[src/hw/rtl/whp_pkg.sv]
`default_nettype none

package whp_pkg;

    // Tags as they appear in the little-endian shift of the last four bytes
    localparam logic [31:0] TAG_RIFF = 32'h4646_4952;
    localparam logic [31:0] TAG_WAVE = 32'h4556_4157;
    localparam logic [31:0] TAG_FMT  = 32'h2074_6D66;
    localparam logic [31:0] TAG_DATA = 32'h6174_6164;

    localparam logic [31:0] FIELD_BASE = 32'd20;
    localparam logic [31:0] FIELD_LAST = 32'd35;
    localparam logic [31:0] CHUNK_HDR  = 32'd8;

    localparam logic [31:0] OFF_RIFF_END = 32'd3;
    localparam logic [31:0] OFF_WAVE_END = 32'd11;
    localparam logic [31:0] OFF_FMT_END  = 32'd15;
    localparam logic [31:0] OFF_SIZE_END = 32'd19;
    localparam logic [31:0] REL_TAG_END  = 32'd3;
    localparam logic [31:0] REL_SIZE_END = 32'd7;

    localparam logic [1:0] KIND_HEADER  = 2'd0;
    localparam logic [1:0] KIND_PAYLOAD = 2'd1;
    localparam logic [1:0] KIND_ERROR   = 2'd2;

    localparam logic [2:0] ERR_NONE    = 3'd0;
    localparam logic [2:0] ERR_NO_RIFF = 3'd1;
    localparam logic [2:0] ERR_NO_WAVE = 3'd2;
    localparam logic [2:0] ERR_NO_FMT  = 3'd3;
    localparam logic [2:0] ERR_NO_DATA = 3'd4;

    typedef enum logic [5:0] {
        PH_HEAD    = 6'b000001,
        PH_SEARCH  = 6'b000010,
        PH_DSIZE   = 6'b000100,
        PH_PAYLOAD = 6'b001000,
        PH_DRAIN   = 6'b010000,
        PH_FAULT   = 6'b100000
    } phase_t;

    typedef struct packed {
        logic [1:0]  result_kind;
        logic [2:0]  error_code;
        logic [15:0] audio_format;
        logic [15:0] num_channels;
        logic [31:0] sampling_rate;
        logic [31:0] byte_rate;
        logic [15:0] block_align;
        logic [15:0] bits_per_sample;
        logic [31:0] data_size;
        logic [7:0]  payload_byte;
        logic        last_payload;
    } result_t;

endpackage

`default_nettype wire

[src/hw/rtl/whp_core.sv]
`default_nettype none

module whp_core (
    input  wire logic             clk,
    input  wire logic             rst_n,
    input  wire logic             beat_fire,
    input  wire logic [7:0]       data_byte,
    input  wire logic             last_byte,
    output whp_pkg::result_t      res,
    output logic                  res_valid
);
    import whp_pkg::*;

    phase_t      phase_reg, phase_next;
    logic [31:0] offset_reg, offset_next;
    logic [31:0] tag_reg, tag_next;
    logic [31:0] chunk_reg, chunk_next;
    logic [15:0] format_reg, format_next;
    logic [15:0] channels_reg, channels_next;
    logic [31:0] rate_reg, rate_next;
    logic [31:0] brate_reg, brate_next;
    logic [15:0] align_reg, align_next;
    logic [15:0] bits_reg, bits_next;
    logic [31:0] remain_reg, remain_next;

    logic [31:0] rel;
    logic        past_chunk;
    logic [5:0]  field_rel;
    logic [3:0]  field_idx;
    logic        in_field;
    logic [33:0] chunk_sum;
    logic [31:0] remain_dec;
    logic [2:0]  early_code;

    assign rel        = offset_reg - chunk_reg;
    assign past_chunk = offset_reg >= chunk_reg;
    assign field_rel  = offset_reg[5:0] - FIELD_BASE[5:0];
    assign field_idx  = field_rel[3:0];
    assign in_field   = (offset_reg >= FIELD_BASE) && (offset_reg <= FIELD_LAST);
    assign remain_dec = remain_reg - 32'd1;

    // tag_next already holds this byte; the next chunk start saturates
    assign chunk_sum = {2'b00, chunk_reg} + {2'b00, CHUNK_HDR} + {2'b00, tag_next};

    always_comb
    begin
        if (offset_reg <= 32'd2)
            early_code = ERR_NO_RIFF;
        else if (offset_reg <= 32'd10)
            early_code = ERR_NO_WAVE;
        else if (offset_reg <= 32'd14)
            early_code = ERR_NO_FMT;
        else
            early_code = ERR_NO_DATA;
    end

    always_comb
    begin
        phase_next    = phase_reg;
        chunk_next    = chunk_reg;
        format_next   = format_reg;
        channels_next = channels_reg;
        rate_next     = rate_reg;
        brate_next    = brate_reg;
        align_next    = align_reg;
        bits_next     = bits_reg;
        remain_next   = remain_reg;
        res           = '0;
        res_valid     = 1'b0;

        if (phase_reg == PH_HEAD || phase_reg == PH_SEARCH || phase_reg == PH_DSIZE)
            tag_next = {data_byte, tag_reg[31:8]};
        else
            tag_next = tag_reg;

        // format fields are captured while walking chunks
        if ((phase_reg == PH_SEARCH || phase_reg == PH_DSIZE) && in_field)
        begin
            case (field_idx) inside
                [4'd0:4'd1]:   format_next   = format_reg
                                               | ({8'h00, data_byte} << {field_idx[0], 3'b000});
                [4'd2:4'd3]:   channels_next = channels_reg
                                               | ({8'h00, data_byte} << {field_idx[0], 3'b000});
                [4'd4:4'd7]:   rate_next     = rate_reg
                                               | ({24'h0, data_byte} << {field_idx[1:0], 3'b000});
                [4'd8:4'd11]:  brate_next    = brate_reg
                                               | ({24'h0, data_byte} << {field_idx[1:0], 3'b000});
                [4'd12:4'd13]: align_next    = align_reg
                                               | ({8'h00, data_byte} << {field_idx[0], 3'b000});
                default:       bits_next     = bits_reg
                                               | ({8'h00, data_byte} << {field_idx[0], 3'b000});
            endcase
        end

        case (phase_reg)
            PH_HEAD:
            begin
                if (offset_reg == OFF_RIFF_END && tag_next != TAG_RIFF)
                begin
                    res.result_kind = KIND_ERROR;
                    res.error_code  = ERR_NO_RIFF;
                    res_valid       = 1'b1;
                    phase_next      = PH_FAULT;
                end
                else if (offset_reg == OFF_WAVE_END && tag_next != TAG_WAVE)
                begin
                    res.result_kind = KIND_ERROR;
                    res.error_code  = ERR_NO_WAVE;
                    res_valid       = 1'b1;
                    phase_next      = PH_FAULT;
                end
                else if (offset_reg == OFF_FMT_END && tag_next != TAG_FMT)
                begin
                    res.result_kind = KIND_ERROR;
                    res.error_code  = ERR_NO_FMT;
                    res_valid       = 1'b1;
                    phase_next      = PH_FAULT;
                end
                else if (offset_reg == OFF_SIZE_END)
                begin
                    chunk_next = (33'(tag_next) + 33'(FIELD_BASE) > 33'h0_FFFF_FFFF)
                               ? 32'hFFFF_FFFF : tag_next + FIELD_BASE;
                    phase_next = PH_SEARCH;
                end
            end
            PH_SEARCH:
            begin
                if (past_chunk)
                begin
                    if (rel == REL_TAG_END && tag_next == TAG_DATA)
                        phase_next = PH_DSIZE;
                    else if (rel == REL_SIZE_END)
                        chunk_next = (chunk_sum[33:32] != 2'b00) ? 32'hFFFF_FFFF
                                                                 : chunk_sum[31:0];
                end
            end
            PH_DSIZE:
            begin
                if (past_chunk && rel == REL_SIZE_END)
                begin
                    res.result_kind     = KIND_HEADER;
                    res.audio_format    = format_next;
                    res.num_channels    = channels_next;
                    res.sampling_rate   = rate_next;
                    res.byte_rate       = brate_next;
                    res.block_align     = align_next;
                    res.bits_per_sample = bits_next;
                    res.data_size       = tag_next;
                    res_valid           = 1'b1;
                    remain_next         = tag_next;
                    phase_next          = (tag_next != 32'd0) ? PH_PAYLOAD : PH_DRAIN;
                end
            end
            PH_PAYLOAD:
            begin
                res.result_kind  = KIND_PAYLOAD;
                res.payload_byte = data_byte;
                res.last_payload = (remain_dec == 32'd0);
                res_valid        = 1'b1;
                remain_next      = remain_dec;
                if (remain_dec == 32'd0)
                    phase_next = PH_DRAIN;
            end
            default:
            begin
            end
        endcase

        offset_next = (offset_reg == 32'hFFFF_FFFF) ? offset_reg : offset_reg + 32'd1;

        // end of file: report anything unfinished, then start over
        if (last_byte)
        begin
            if (phase_next != PH_DRAIN && phase_next != PH_FAULT)
            begin
                res             = '0;
                res.result_kind = KIND_ERROR;
                res.error_code  = (phase_next != PH_HEAD) ? ERR_NO_DATA : early_code;
                res_valid       = 1'b1;
            end
            phase_next    = PH_HEAD;
            offset_next   = '0;
            tag_next      = '0;
            chunk_next    = '0;
            format_next   = '0;
            channels_next = '0;
            rate_next     = '0;
            brate_next    = '0;
            align_next    = '0;
            bits_next     = '0;
            remain_next   = '0;
        end
    end

    always_ff @(posedge clk or negedge rst_n)
    begin
        if (!rst_n)
        begin
            phase_reg    <= PH_HEAD;
            offset_reg   <= '0;
            tag_reg      <= '0;
            chunk_reg    <= '0;
            format_reg   <= '0;
            channels_reg <= '0;
            rate_reg     <= '0;
            brate_reg    <= '0;
            align_reg    <= '0;
            bits_reg     <= '0;
            remain_reg   <= '0;
        end
        else if (beat_fire)
        begin
            phase_reg    <= phase_next;
            offset_reg   <= offset_next;
            tag_reg      <= tag_next;
            chunk_reg    <= chunk_next;
            format_reg   <= format_next;
            channels_reg <= channels_next;
            rate_reg     <= rate_next;
            brate_reg    <= brate_next;
            align_reg    <= align_next;
            bits_reg     <= bits_next;
            remain_reg   <= remain_next;
        end
    end

endmodule

`default_nettype wire

[src/hw/rtl/wav_header_parser.sv]
`default_nettype none

// Channel  Handshake              Beat fields
// ------   ---------------------  -----------------------------------------------
// in       in_valid / in_ready    data_byte, last_byte
// out      out_valid / out_ready  result_kind, error_code, header fields,
//                                 data_size, payload_byte, last_payload
//
// One input beat per cycle while in_ready is high; any result reaches out next cycle.
// in_ready is low only while a result is held and out_ready is low.
// Parser state advances only on an accepted input beat; last_byte returns it to
// the reset state. Reset clears the parser and empties the output register.

module wav_header_parser (
    input  wire logic        clk,
    input  wire logic        rst_n,
    input  wire logic        in_valid,
    output logic             in_ready,
    input  wire logic [7:0]  data_byte,
    input  wire logic        last_byte,
    output logic             out_valid,
    input  wire logic        out_ready,
    output logic [1:0]       result_kind,
    output logic [2:0]       error_code,
    output logic [15:0]      audio_format,
    output logic [15:0]      num_channels,
    output logic [31:0]      sampling_rate,
    output logic [31:0]      byte_rate,
    output logic [15:0]      block_align,
    output logic [15:0]      bits_per_sample,
    output logic [31:0]      data_size,
    output logic [7:0]       payload_byte,
    output logic             last_payload
);
    import whp_pkg::*;

    result_t res;
    logic    res_valid;
    logic    beat_fire;
    result_t out_reg;
    logic    out_valid_reg, out_valid_next;

    assign in_ready  = !out_valid_reg || out_ready;
    assign beat_fire = in_valid && in_ready;

    whp_core u_core (
        .clk       (clk),
        .rst_n     (rst_n),
        .beat_fire (beat_fire),
        .data_byte (data_byte),
        .last_byte (last_byte),
        .res       (res),
        .res_valid (res_valid)
    );

    always_comb
    begin
        if (beat_fire)
            out_valid_next = res_valid;
        else if (out_ready)
            out_valid_next = 1'b0;
        else
            out_valid_next = out_valid_reg;
    end

    always_ff @(posedge clk or negedge rst_n)
    begin
        if (!rst_n)
            out_valid_reg <= 1'b0;
        else
            out_valid_reg <= out_valid_next;
    end

    always_ff @(posedge clk)
    begin
        if (beat_fire && res_valid)
            out_reg <= res;
    end

    assign out_valid       = out_valid_reg;
    assign result_kind     = out_reg.result_kind;
    assign error_code      = out_reg.error_code;
    assign audio_format    = out_reg.audio_format;
    assign num_channels    = out_reg.num_channels;
    assign sampling_rate   = out_reg.sampling_rate;
    assign byte_rate       = out_reg.byte_rate;
    assign block_align     = out_reg.block_align;
    assign bits_per_sample = out_reg.bits_per_sample;
    assign data_size       = out_reg.data_size;
    assign payload_byte    = out_reg.payload_byte;
    assign last_payload    = out_reg.last_payload;

endmodule

`default_nettype wire
[config.mk]
export PLATFORM = sky130hd
export DESIGN_NAME = wav_header_parser
export DESIGN_NICKNAME = d
export VERILOG_FILES = /design/src/hw/rtl/whp_pkg.sv /design/src/hw/rtl/whp_core.sv /design/src/hw/rtl/wav_header_parser.sv
export SDC_FILE = /design/constraint.sdc
export NUM_CORES = 1
export LEC_CHECK = 0
export BUFFER_PORTS_ARGS = -buffer_cell sky130_fd_sc_hd__buf_2
export CAP_MARGIN = 20
export CELL_PAD_IN_SITES_DETAIL_PLACEMENT = 0
export CELL_PAD_IN_SITES_GLOBAL_PLACEMENT = 2
export CORE_ASPECT_RATIO = 0.75
export CORE_MARGIN = 2
export CORE_UTILIZATION = 30
export DETAILED_ROUTE_END_ITERATION = 10
export GPL_TIMING_DRIVEN = 0
export HOLD_SLACK_MARGIN = 0.1
export PLACE_DENSITY = 0.73
export RECOVER_POWER = 25
export SYNTH_ARGS = -nofsm -noshare
export SYNTH_HDL_FRONTEND = slang
export SYNTH_SLANG_ARGS = --single-unit
export TNS_END_PERCENT = 1
[constraint.sdc]
create_clock -name clk -period 14.68 [get_ports clk]
set_input_delay 2.202 -clock clk [delete_from_list [all_inputs] [get_ports clk]]
set_output_delay 2.202 -clock clk [all_outputs]
set_load 0.02 [all_outputs]
Word level (Yosys, flattened, before mapping)
Index checks and enable logic that the tools add are counted.

storage, ports and cells
  input port bits = 13
  ROM bits = 0
  memories = 0
  output and inout port bits = 176
  bits in registers = 437
  latch bits = 0
  bits in writable memories = 0

operators by class
  multiply operators = 0
  bitwise operators = 6
  reduce and logical (&&, ||, !) cells = 29
  muxes and demuxes = 84
  eq/ne operators = 27
  div/mod/pow operators = 0
  $lt $le $gt $ge = 17
  shift-type cells = 2
  add/sub/neg operators = 8

operators by type and width
  cell                   count
  $mux 32                27
  $mux 174               2
  $mux 16                21
  $mux 160               2
  $pmux 32 s2            2
  $eq 32x2->1 const B    2
  $eq 32x4->1 const B    2
  $le 32x4->1 const B    2
  $ne 32x31->1 const B   2
  $or 16x16->16          4
  $or 32x32->32          2
  $mux 6                 9
  $add 34x32->34         1
  $add 32x4->33 const B  1
  $add 32x5->33 const B  1
  $gt 33x32->1 const B   1
  $add 32x1->32 const B  1
  $add 32x5->32 const B  1
  $eq 32x3->1 const B    1
  $eq 32x31->1 const B   1
  $eq 32x32->1 const B   1
  $eq 32x5->1 const B    1
  $ge 32x32->1           1
  $ge 32x5->1 const B    1
  other kinds (43)       84

Depth between registers and ports, before layout
Gate-level depths: netlist (run 1).

  depth after elaboration = 15
  gate-level depth with buffers = 26
  gate-level depth less buffers = 19

Hierarchy
Synthesis (run 1) repeated with hierarchy kept, for this count alone.

second synthesis, totals
  cell total of the unflattened synthesis = 2,833
  area, all modules = 26,584.2 µm²

modules (own cells, without submodules)
  module             cells each  area an instance (µm²)  sequential area each (µm²)  instances
  whp_core           2,653       21,290.4                6,557.5                     1
  wav_header_parser  180         5,293.8                 5,250.0                     1

Worst setup path after synthesis (run 1)
Ideal clock, no wire load.

  kind = reg-to-reg
  from = register u_core.phase_reg[0]
  to = register out_reg, in the netlist audio_format[0], enable pin
  setup time = 0.712 ns
  path slack = 1.945 ns
  data required time = 13.968 ns
  stages on the path, launching flop included = 22
  period minus slack after synthesis = 12.735 ns
  data arrival time = 12.023 ns
  path through = dfstp_2 > clkbuf_1 > xor2_1 > o211ai_2 > buf_2 > clkbuf_1 > buf_1 > clkbuf_1 > buf_1 > nand2_1 > nand2_1 > ha_1 > nand4_1 > a2bb2o_1 > o211ai_1 > a31oi_1 > o21ai_0 > a21oi_1 > o41ai_1 > o41ai_4 > and3_1 > nor2_1

on the way
  longest elaborated chain between the ends = 15
  elaborated cells between the ends (all ways) = 36
  those cells by class = 10 x eq/ne; 17 x mux; 9 x reduce/logical

RTL lines
  item                                             line                            RTL
  start: declaration                               whp_core.sv:14                  phase_t phase_reg, phase_next;
  start signal: assignment                         whp_core.sv:213                 phase_reg <= phase_next;
  $eq 6x1->1 / $eq 6x2->1 (equally long branches)  whp_core.sv:71, whp_core.sv:95
  $logic_or 1x1->1 (2 in a row)                    whp_core.sv:71                  if (phase_reg == PH_HEAD || phase_reg == PH_SEARCH || phase_reg == PH_DSIZE)
  $mux 32                                          whp_core.sv:71
  $ne 32x30->1                                     whp_core.sv:112                 else if (offset_reg == OFF_FMT_END && tag_next != TAG_FMT)
  $logic_and 1x1->1                                whp_core.sv:112
  $mux 6                                           whp_core.sv:112
  $mux 6                                           whp_core.sv:105                 else if (offset_reg == OFF_WAVE_END && tag_next != TAG_WAVE)
  $mux 6                                           whp_core.sv:98                  if (offset_reg == OFF_RIFF_END && tag_next != TAG_RIFF)
  $pmux 6 s4                                       whp_core.sv:95                  case (phase_reg)
  $ne 6x5->1 / $ne 6x6->1 (equally long branches)  whp_core.sv:174                 if (phase_next != PH_DRAIN && phase_next != PH_FAULT)
  $logic_and 1x1->1                                whp_core.sv:174
  $mux 1                                           whp_core.sv:174
  $mux 1 *                                         whp_core.sv:172                 if (last_byte)
  $logic_and 1x1->1 *                              wav_header_parser.sv:76         if (beat_fire && res_valid)
  end signal: assignment                           wav_header_parser.sv:77         out_reg <= res;
  end: declaration                                 wav_header_parser.sv:40         result_t out_reg;

Every way passes the cells marked *; elsewhere a longest branch is shown, timed or not.
A chain may end at the register's enable or synchronous reset.

==> metrics.md, run 1 <==
| Metric | Value |
|---|---|
| Crit-path cells | `clkbuf_1 > clkbuf_1 > clkbuf_1` |
| Routed WL per cell | `22.9 um` |
| Synth cell types | `90` |
| Syn Area/Cell | `roughly 9 sq um` |
| Postcts setup bufs | `0` |
| Most common cell in the synthesized netlist | `nor2_1` |
| Synth Warn # | `0` |
| Crit path launch | `rst_n` |
| Hold Path Stages | `2` |
| Maximum clock path buffer count | `3` |
| Hold Buf Count CTS | `0` |
| Max-cap viol count | `3` |
| Detailed-route DRC error count | `0` |
| Clock transition at path regs | `60 ps` |
| Final number of hold-violating endpoints | `0` |
| Slew @ Worst Pin | `between 4000 and 5000 ps` |
| Vias | `~23000` |
| Synth top area share | `0.261` |
| Vias per std cell | `5.40` |
| Most area-hungry cell type in the Yosys netlist | `dfrtp_1` |
| Top cells by area, synth | `dfrtp_1, edfxtp_1, nor2_1` |
| Placed Area | `approximately 28000 sq um` |
| Crit Reg-Reg Endpoint | `audio_format[8]$_DFFE_PP_` |
| Leading register cell type out of synthesis | `dfrtp_1` |
| Worst Hold Launch | `u_core.brate_reg[21]$_DFFE_PN0P_` |
| Worst Skew | `approximately 17 ps` |
| DRT Wirelength | `95900 um` |
| Core footprint | `82500 sq um` |
| Crit Path Max Fanout | `66` |
| Post-synthesis async set-or-reset flop share | `0.602` |
| Top delay family on crit path | `buffers and inverters` |
| Largest stage delay on the critical path | `slightly below 3000 ps` |
| # IOs | `roughly 190` |
| Initial antenna violation count | `0` |
| Number of port buffers | `around 180` |
| Total track usage | `0.219` |
| Slew margin rel. | `-1.67` |
| Net Count, Synth | `roughly 2900` |
| RSZ-0062 raised after global routing | `no` |
| Layout cells sized above 1 | `0.109` |
| Vias in the first global route | `21843` |
| Initial Util | `0.304` |
| Synthesis-to-finish area growth | `16.6%` |
| Largest net degree at the start of global routing | `between 80 and 90` |
| Worst r2r src | `u_core.phase_reg[0]$_DFFE_PN1P_` |
| Minimum clock period | `between 10000 and 15000 ps` |
| Power Density | `about 150 nW/um^2` |
| R2R Setup Slk | `5870 ps` |
| CP required | `between 10000 and 15000 ps` |
| Leakage | `approximately 12 nW` |
| Die height | `about 250 um` |
| # clock sinks | `437` |
| Design area | `29300 sq um` |
| Post-layout util | `0.355` |
| Placer Congestion | `around 0.9` |
| Achievable frequency | `97.0 MHz` |
| DP HPWL | `around 74000 um` |
| Root Driver | `clkbuf_16` |
| Num CTS Buffers | `between 50 and 60` |
| Slowest-stage cell, CP | `clkbuf_1` |
| Fin crit share | `0.702` |
| FP Rows | `91` |
| Post-DRT Antenna Nets | `0` |
| Setup_tns | `0 ps` |
| Initial DRT Pass Iterations | `5` |
| Final setup violation count | `0` |
| Total grt overflow | `0` |
| Number of synthesized flops with an enable pin | `roughly 170` |
| CTS tree | `yes` |
| #FFs+latches synth | `roughly 440` |
| Seq/Total Area, Yosys | `0.470` |
| Clk_lat worst skew | `between 600 and 700 ps` |
| CP Capture Type | `asynchronous set/reset pin` |
| Worst Hold Class | `reg2reg` |
| VDD IR max | `~0.095 mV` |
| CP startpoint kind | `input port` |
| Die area | `roughly 86000 sq um` |
| Layout Nets | `between 3000 and 4000` |
| Worst EP arrival | `around 10000 ps` |
| Mapped Cells | `about 2800` |
| Status | `finished with violations` |
| Fin. max-slew vios | `between 150 and 200` |
| Cell area after synthesis | `~25000 sq um` |
| R2r worst-path depth | `25` |
| Die width | `338 um` |
| Top post-synthesis cells by count | `nor2_1, nand2_1, dfrtp_1, o21ai_0, a21oi_1` |
| Pwr Total | `between 0.004 and 0.005 W` |
| Buf/Inv on CP | `3` |
| H-tree depth | `2` |
| Cell mode on critical path | `clkbuf_1` |
| Crit Path Category | `in2async` |
| Worst Hold Path EP | `u_core.brate_reg[21]$_DFFE_PN0P_` |
| DR iter-0 viols | `about 2000` |
| Resized cells post-CTS | `0` |
| Antenna Diode Count | `0` |
| Failing checks | `max-capacitance violations, max-slew violations` |
| First-pass GRT wire length | `142000 um` |
## placed cells by master (no fill, tap or decap), drive strengths merged, types with 28 or more instances in the layout
cell,n
o21ai,246
xor2,51
buf,229
a21o,28
nand4,46
and3,34
nor4,40
dfrtp,262
mux2i,35
nor3,55
o31ai,46
nor2,389
inv,77
ha,82
xnor2,78
edfxtp,174
nand2,336
clkbuf,211
nand3,60
a21oi,228
## worst reg2reg max path, delay by kind of cell (launching register included)
| kind | cells | cell delay (ps) |
|---|---|---|
| buffers and inverters | 10 | 4040 |
| AO/OA/AOI/OAI | 8 | 2160 |
| AND/OR/NAND/NOR | 5 | 1280 |
| flip-flops | 1 | 510 |
| adder cells (fa/ha/maj) | 1 | 330 |
| XOR/XNOR | 1 | 170 |
## metrics by stage
step / hold WS, ps / setup WS [ps] / instances
floorplan: 450 / 1940 / 2780
global placement: 462 / -2850 / 4080
detailed placement: 472 / 5980 / 4094
CTS: 486 / 5860 / 4190
global route: 505 / 2700 / 4190
finish: 482 / 4370 / 4190
## per-layer routing
layer	GRT usage	vias up	part of all wire	wire, um
met5	0	-	0	0
met3	0.0249	88	0.068	6550
li1	-	10485	-	-
met1	0.349	11282	0.50	48100
met4	0.0380	0	0.014	1370
met2	0.317	790	0.42	39900
## how the worst max path moves through the flow
stage                                        end  slack, ps  cells after the start
6_report       u_core.offset_reg[24]$_DFFE_PN0P_       4370                      3
5_1_grt        u_core.offset_reg[25]$_DFFE_PN0P_       2700                      3
4_1_cts         u_core.chunk_reg[28]$_DFFE_PN0P_       5860                     26
3_5_place_dp    u_core.chunk_reg[28]$_DFFE_PN0P_       5980                     26
3_3_place_gp          audio_format[11]$_DFFE_PP_      -2850                     21
2_1_floorplan          audio_format[0]$_DFFE_PP_       1940                     21
## where the power goes
| part | switching [W] | total [W] | internal, W |
|---|---|---|---|
| Clock | 0.000553 | 0.00127 | 0.000714 |
| Combinational | 0.00111 | 0.00158 | 0.000463 |
| Sequential | 0.0000896 | 0.00149 | 0.00140 |
## cell families after synthesis
family | count (synthesis) | share of synthesized area
muxes | 38 | 0.0153
AOI/OAI and AO/OA | 743 | 0.181
xor gates and xnor gates | 129 | 0.0450
adders and majority gates | 84 | 0.0425
buffers and inverters | 248 | 0.0401
DFF | 437 | 0.470
and+or+nand+nor | 1101 | 0.206
## area by class of cell
| cell class | count | area (sq um) |
|---|---|---|
| buffer | 176 | 737 |
| clock buffer | 66 | 1390 |
| clock inverter | 30 | 269 |
| fill | 8552 | 53300 |
| inverter | 72 | 270 |
| multi-input combinational | 2095 | 12300 |
| sequential | 437 | 11800 |
| tap | 1116 | 1400 |
| timing repair buffer | 198 | 1100 |
Note: power is estimated with default switching activity, not from simulation.
==> inputs of run 2 (changes only) <==
--- a/config.mk
+++ b/config.mk
@@ -5,6 +5,7 @@
 export SDC_FILE = /design/constraint.sdc
 export NUM_CORES = 1
 export LEC_CHECK = 0
+export ABC_AREA = 1
 export BUFFER_PORTS_ARGS = -buffer_cell sky130_fd_sc_hd__buf_2
 export CAP_MARGIN = 20
 export CELL_PAD_IN_SITES_DETAIL_PLACEMENT = 0
@@ -15,7 +16,7 @@
 export DETAILED_ROUTE_END_ITERATION = 10
 export GPL_TIMING_DRIVEN = 0
 export HOLD_SLACK_MARGIN = 0.1
-export PLACE_DENSITY = 0.73
+export PLACE_DENSITY = 0.76
 export RECOVER_POWER = 25
 export SYNTH_ARGS = -nofsm -noshare
 export SYNTH_HDL_FRONTEND = slang
==> constraint.sdc (replaced) <==
create_clock -name clk -period 10.76 [get_ports clk]
set_input_delay 1.614 -clock clk [delete_from_list [all_inputs] [get_ports clk]]
set_output_delay 1.614 -clock clk [all_outputs]
set_load 0.02 [all_outputs]
==> run 2 against run 1 <==
The flow still finishes with violations (max-capacitance violations, max-slew violations). Combinational power rose to 3.2 times the previous value. Cell count up 28%. Sequential share of layout area down 3.9 points. Cell area up 11%. Total power up 110%. Die area up 13%. Utilization down 0.75 points. First-iteration DRC count up 32%. Largest power group unchanged. Synthesized cell count up 39%. Non-clock buffer count down 69. Synthesized area up 13%. Flip-flop and latch count unchanged.
==> metrics.md, run 2 <==
| Metric | Value |
|---|---|
| Largest net degree at the start of global routing | `116 (+38%)` |
| Post-DRT Antenna Nets | `0 (unchanged)` |
| Crit-path cells | `clkbuf_1 > buf_16 > clkbuf_2` |
| VDD IR max | `0.162 mV (+71%)` |
| Most frequent cells in the layout | `nand2_1, inv_1, nor2_1` |
| Vias per std cell | `5.00 (-7.5%)` |
| Slowest-stage cell, CP | `clkbuf_1` |
| Number of synthesized flops with an enable pin | `174 (unchanged)` |
| Worst EP arrival | `7060 ps (-3030 ps)` |
| Clock transition at path regs | `70 ps (about the same)` |
| Clk_lat worst skew | `620 ps (about the same)` |
| Failing checks | `max-capacitance violations, max-slew violations` |
| Setup ws final | `3780 ps (-591 ps)` |
| Num CTS Buffers | `47 (-7.8%)` |
| Seq/Total Area, Yosys | `0.417 (-0.0537)` |
| Resized cells post-CTS | `0 (unchanged)` |
| Root Driver | `clkbuf_16` |
| H-tree depth | `2 (unchanged)` |
| R2R Setup Slk | `3880 ps (-1990 ps)` |
| Postcts setup bufs | `0 (unchanged)` |
| Synth cell types | `58 (-36%)` |
| Layout cells sized above 1 | `0.110 (+0.00141)` |
| Synthesis-to-finish area growth | `14.5%` |
| Layout Nets | `4192 (+34%)` |
| Final setup violation count | `0 (unchanged)` |
| Leading register cell type out of synthesis | `dfrtp_1` |
| Worst Skew | `34.1 ps (+17.1 ps)` |
| Post-synthesis async set-or-reset flop share | `0.602 (unchanged)` |
| Hold Buf Count CTS | `0 (unchanged)` |
| Die width | `359 um (+6.2%)` |
| Most common cell in the synthesized netlist | `nand2_1` |
| Achievable frequency | `~140 MHz` |
| Synth top area share | `0.231 (-0.0298)` |
| Worst Hold Path EP | `u_core.tag_reg[0]$_DFFE_PN0P_` |
| Crit Reg-Reg Endpoint | `num_channels[7]$_DFFE_PP_` |
| Largest stage delay on the critical path | `2810 ps (-130 ps)` |
| Detailed-route DRC error count | `0 (unchanged)` |
| Minimum clock period | `between 6000 and 7000 ps` |
| Total grt overflow | `0 (unchanged)` |
| Core footprint | `93500 sq um (+13%)` |
| CP required | `10840 ps (-3620 ps)` |
| Slew @ Worst Pin | `4160 ps (+152 ps)` |
| Top post-synthesis cells by count | `nand2_1, inv_1, nor2_1, dfrtp_1, a21oi_1` |
| Crit Path Max Fanout | `104 (+58%)` |
| Most area-hungry cell type in the Yosys netlist | `dfrtp_1` |
| Initial antenna violation count | `2 (+2)` |
| # IOs | `189 (unchanged)` |
| Routed WL per cell | `21.2 um (-7.4%)` |
| Fin crit share | `0.648` |
| Hold_ws | `494 ps (+12.5 ps)` |
| Final number of hold-violating endpoints | `0 (unchanged)` |
| Hold Path Stages | `2 (unchanged)` |
| DRT Wirelength | `114000 um (+19%)` |
| Slew margin rel. | `-1.77 (-0.101)` |
| Leakage | `14.4 nW (+20%)` |
| Crit Path Category | `in2async` |
| # clock sinks | `437 (unchanged)` |
| Initial DRT Pass Iterations | `5 (unchanged)` |
| Total track usage | `0.230 (+0.0113)` |
| Mapped Cells | `3854 (+39%)` |
| CP startpoint kind | `input port` |
| Placed Area | `30900 sq um (+12%)` |
| Setup_tns | `0 ps (unchanged)` |
| #FFs+latches synth | `437 (unchanged)` |
| First-pass GRT wire length | `168000 um (+18%)` |
| Die area | `97000 sq um (+13%)` |
| Worst Hold Class | `reg2reg` |
| Vias in the first global route | `25277 (+16%)` |
| Syn Area/Cell | `7.35 sq um (-19%)` |
| Initial Util | `0.303 (-0.000867)` |
| Power Density | `276 nW/um^2 (+86%)` |
| Maximum clock path buffer count | `3 (unchanged)` |
| Antenna Diode Count | `0 (unchanged)` |
| Vias | `26830 (+18%)` |
| Max-cap viol count | `2 (-1)` |
| Worst r2r src | `u_core.offset_reg[0]$_DFFE_PN0P_` |
| FP Rows | `97 (+6.6%)` |
| RSZ-0062 raised after global routing | `no` |
| Pre-CTS WS | `3510 ps (-2470 ps)` |
| Die height | `270 um (+6.1%)` |
| Number of port buffers | `188 (+2.2%)` |
| Worst Hold Launch | `u_core.tag_reg[0]$_DFFE_PN0P_` |
| Cell area after synthesis | `28300 sq um (+13%)` |
| R2r worst-path depth | `27 (+8.0%)` |
| DR iter-0 viols | `2582 (+32%)` |
| Fin. max-slew vios | `176 (-4.9%)` |
| Design area | `32500 sq um (+11%)` |
| Top cells by area, synth | `dfrtp_1, edfxtp_1, nand2_1` |
| Placer Congestion | `0.911 (+0.85%)` |
| Status | `finished with violations` |
| CP Capture Type | `asynchronous set/reset pin` |
| DP HPWL | `90100 um (+21%)` |
| Net Count, Synth | `3952 (+37%)` |
| Synth Warn # | `0 (unchanged)` |
| Commonest non-fill, non-tap cell in the layout | `nand2_1` |
| CTS tree | `yes` |
## run 2: where the power goes
group / leakage, nW / internal, W / total (W) / switching, W
Clock: 0.753 / 0.000943 / 0.00167 / 0.000731
Sequential: 5.29 / 0.00199 / 0.00218 / 0.000189
Combinational: 8.39 / 0.00131 / 0.00509 / 0.00378
## run 2: critical path, delay by kind of cell
| family | cells | cell delay, ps |
|---|---|---|
| buffers and inverters | 3 | 5150 |
## run 2: how the worst max path moves through the flow
stage / from / endpoint / slack (ps) / cells past startpoint
finish: rst_n / u_core.align_reg[10]$_DFFE_PN0P_ / 3780 / 3
global route: rst_n / u_core.tag_reg[2]$_DFFE_PN0P_ / 2720 / 3
CTS: u_core.phase_reg[1]$_DFFE_PN0P_ / u_core.chunk_reg[26]$_DFFE_PN0P_ / 4140 / 24
detailed placement: last_byte / u_core.chunk_reg[26]$_DFFE_PN0P_ / 3510 / 20
global placement: u_core.offset_reg[0]$_DFFE_PN0P_ / byte_rate[20]$_DFFE_PP_ / 10 / 26
floorplan: data_byte[4] / audio_format[0]$_DFFE_PP_ / 3740 / 21
## run 2: cells by family (layout without fill, tap and decap cells)
kind of cell / after synthesis / after routing / synth area share
fa+ha+maj: 85 / 85 / 0.0381
simple gates: 1951 / 1951 / 0.292
compound gates: 607 / 607 / 0.129
xor+xnor: 89 / 89 / 0.0275
flops: 437 / 437 / 0.417
buf+inv: 685 / 962 / 0.0963
## run 2: metal layers
layer  share of wire  track usage  routed length [um]
met1            0.52        0.368               58700
met2            0.40        0.319               45000
met3           0.072       0.0412                8240
met4           0.017       0.0394                1900
met5               0            0                   0
## run 2: cell type report
cell class                 count  area, sq um
buffer                       114          587
timing repair buffer         191         1000
multi-input combinational   2732        13800
inverter                     571         2150
fill                       10107        61000
tap                         1237         1550
clock buffer                  61         1280
sequential                   437        11800
clock inverter                25          278
## run 2: metrics by stage
stage / utilization / instances / total power [W]
global route: 0.347 / 5368 / 0.00958
floorplan: - / 3854 / 0.00538
CTS: 0.348 / 5368 / 0.00889
global placement: 0.330 / 5279 / 0.00726
detailed placement: 0.331 / 5282 / 0.00719
finish: 0.347 / 5368 / 0.00895
==> inputs of run 3 (changes only) <==
--- a/config.mk
+++ b/config.mk
@@ -16,7 +16,7 @@
 export DETAILED_ROUTE_END_ITERATION = 10
 export GPL_TIMING_DRIVEN = 0
 export HOLD_SLACK_MARGIN = 0.1
-export PLACE_DENSITY = 0.76
+export PLACE_DENSITY = 0.79
 export RECOVER_POWER = 25
 export SYNTH_ARGS = -nofsm -noshare
 export SYNTH_HDL_FRONTEND = slang
==> constraint.sdc (replaced) <==
create_clock -name clk -period 6.15 [get_ports clk]
set_input_delay 0.9225 -clock clk [delete_from_list [all_inputs] [get_ports clk]]
set_output_delay 0.9225 -clock clk [all_outputs]
set_load 0.02 [all_outputs]
==> run 3 against run 2 <==
The run still ends with max-capacitance violations, max-slew violations left. Setup slack lost 3300 ps. Register-to-register slack worse by 3400 ps. Flip-flop and latch count did not move. Total power grew 76%. Count of clock-buffer cells in the layout rose by 2. Highest routed layer is now met5.
==> metrics.md, run 3 (synthesis results as in run 2) <==
| Metric | Value |
|---|---|
| Status | `finished with violations` |
| Failing checks | `max-capacitance violations, max-slew violations` |
| Die height | `270 um (unchanged)` |
| # IOs | `189 (unchanged)` |
| Largest stage delay on the critical path | `430 ps (-2380 ps)` |
| Hold_ws | `486 ps (-8.03 ps)` |
| Antenna Diode Count | `0 (unchanged)` |
| Design area | `32500 sq um (+0.23%)` |
| Commonest non-fill, non-tap cell in the layout | `nand2_1` |
| Slew @ Worst Pin | `2950 ps (-1210 ps)` |
| Clock transition at path regs | `60 ps (about the same)` |
| Clk_lat worst skew | `610 ps (about the same)` |
| H-tree depth | `2 (unchanged)` |
| Maximum clock path buffer count | `3 (unchanged)` |
| Synthesis-to-finish area growth | `14.8%` |
| Num CTS Buffers | `45 (-4.3%)` |
| Root Driver | `clkbuf_16` |
| Leakage | `14.5 nW (+0.18%)` |
| Power Density | `483 nW/um^2 (+75%)` |
| Vias per std cell | `5.03 (+0.57%)` |
| CP required | `6490 ps (-4350 ps)` |
| Layout Nets | `4197 (+0.12%)` |
| Detailed-route DRC error count | `0 (unchanged)` |
| R2R Setup Slk | `460 ps (-3420 ps)` |
| Final setup violation count | `0 (unchanged)` |
| Worst Hold Class | `reg2reg` |
| Worst EP arrival | `6020 ps (-1040 ps)` |
| Crit Path Category | `reg2reg` |
| Die area | `97000 sq um (unchanged)` |
| Footprint of the multi-input gates | `13800 sq um (+0.26%)` |
| Number of port buffers | `188 (unchanged)` |
| Placed Area | `31000 sq um (+0.16%)` |
| Slowest-stage cell, CP | `dfrtp_1` |
| Cell mode on critical path | `nand2_1` |
| Largest net degree at the start of global routing | `109 (-6.0%)` |
| Storage element area | `11800 sq um (unchanged)` |
| Minimum clock period | `about 5700 ps` |
| FP Rows | `97 (unchanged)` |
| Initial Util | `0.303 (unchanged)` |
| VDD IR max | `0.235 mV (+45%)` |
| Fin crit share | `0.925` |
| Layout cells sized above 1 | `0.113 (+0.00304)` |
| Pre-CTS WS | `-740 ps (-4250 ps)` |
| Core footprint | `93500 sq um (unchanged)` |
| RSZ-0062 raised after global routing | `no` |
| Post-DRT Antenna Nets | `0 (unchanged)` |
| Slew margin rel. | `-0.965 (+0.810)` |
| Most frequent cells in the layout | `nand2_1, inv_1, nor2_1` |
| Routed WL per cell | `21.2 um (about the same)` |
| Placer Congestion | `0.919 (+0.91%)` |
| Setup_tns | `0 ps (unchanged)` |
| Total track usage | `0.230 (about the same)` |
| Vias in the first global route | `25297 (+0.079%)` |
| Total grt overflow | `0 (unchanged)` |
| CP startpoint kind | `flip-flop` |
| First-pass GRT wire length | `169000 um (+0.66%)` |
| Final number of hold-violating endpoints | `0 (unchanged)` |
| DR iter-0 viols | `2706 (+4.8%)` |
| CP Capture Type | `flip-flop` |
| Crit Path Max Fanout | `46 (-56%)` |
| Max-cap viol count | `3 (+1)` |
| Vias | `27002 (+0.64%)` |
| CTS tree | `yes` |
| DRT Wirelength | `114000 um (about the same)` |
| # clock sinks | `437 (unchanged)` |
| FILL cells | `10071 (-0.36%)` |
| Setup ws final | `462 ps (-3320 ps)` |
| Initial antenna violation count | `1 (-1)` |
| Fin. max-slew vios | `268 (+52%)` |
| DP HPWL | `89900 um (-0.23%)` |
| Achievable frequency | `between 150 and 200 MHz` |
| Worst Skew | `23.3 ps (-10.7 ps)` |
| Die width | `359 um (unchanged)` |
| Initial DRT Pass Iterations | `6 (+1)` |
## run 3: changes by cell type in the layout (fill, tap and decap cells not counted), sizes merged
cell	before	now
bufinv	4	6
clkbuf	141	142
clkinv	23	15
clkinvlp	4	5
buf	225	233
## run 3: final cells by class
type	instances	share of cell area
multi-input cells	2732	0.426
flip-flops and latches	437	0.363
inverters	571	0.0661
well taps	1237	0.0476
clock buffers	63	0.0379
repair buffers	198	0.0326
plain buffers	114	0.0182
clock inverters	20	0.00912
## run 3: what timing repair did
action,4_1_cts,5_1_grt
gates cloned,0,0
setup endpoints to repair,188,167
gates resized for setup,5,11
hold buffers,0,0
buffers inserted,2,2
## run 3: per-stage QoR
step / instances / util / total power [W]
global placement: 5279 / 0.330 / 0.0127
detailed placement: 5285 / 0.332 / 0.0126
CTS: 5370 / 0.348 / 0.0156
floorplan: 3854 / - / 0.00940
global route: 5372 / 0.348 / 0.0167
finish: 5372 / 0.348 / 0.0157
## run 3: routing by layer
layer / global-route usage / up-vias / routed length (um)
met5: 0 / - / 18
met4: 0.0314 / 2 / 1260
met3: 0.0380 / 99 / 7950
met2: 0.319 / 844 / 45300
met1: 0.373 / 13046 / 59200
li1: - / 13011 / -
## run 3: path summary, 6_finish.rpt
| check | startpoint | endpoint | depth (start not counted) |
|---|---|---|---|
| max in group asynchronous | rst_n | u_core.remain_reg[23]$_DFFE_PN0P_ | 2 |
| min | u_core.tag_reg[4]$_DFFE_PN0P_ | u_core.tag_reg[4]$_DFFE_PN0P_ | 2 |
| max | u_core.offset_reg[0]$_DFFE_PN0P_ | bits_per_sample[5]$_DFFE_PP_ | 28 |
| min reg2reg | u_core.tag_reg[4]$_DFFE_PN0P_ | u_core.tag_reg[4]$_DFFE_PN0P_ | 2 |
| min in group asynchronous | rst_n | u_core.rate_reg[21]$_DFFE_PN0P_ | 1 |
| max reg2reg | u_core.offset_reg[0]$_DFFE_PN0P_ | bits_per_sample[5]$_DFFE_PP_ | 28 |
## run 3: power breakdown
| part | leakage, nW | total (W) | internal, W | switching (W) |
|---|---|---|---|---|
| clock | 0.736 | 0.00294 | 0.00167 | 0.00127 |
| combinational | 8.43 | 0.00897 | 0.00232 | 0.00665 |
| sequential | 5.29 | 0.00381 | 0.00348 | 0.000329 |
## run 3: critical path: cells and delay by family (launching register included)
kind / cells / cell delay (ps)
flip-flops: 1 / 430
AND/OR/NAND/NOR: 19 / 2830
adder cells (fa/ha/maj): 2 / 680
buffers and inverters: 6 / 1290
AO/OA/AOI/OAI: 1 / 140
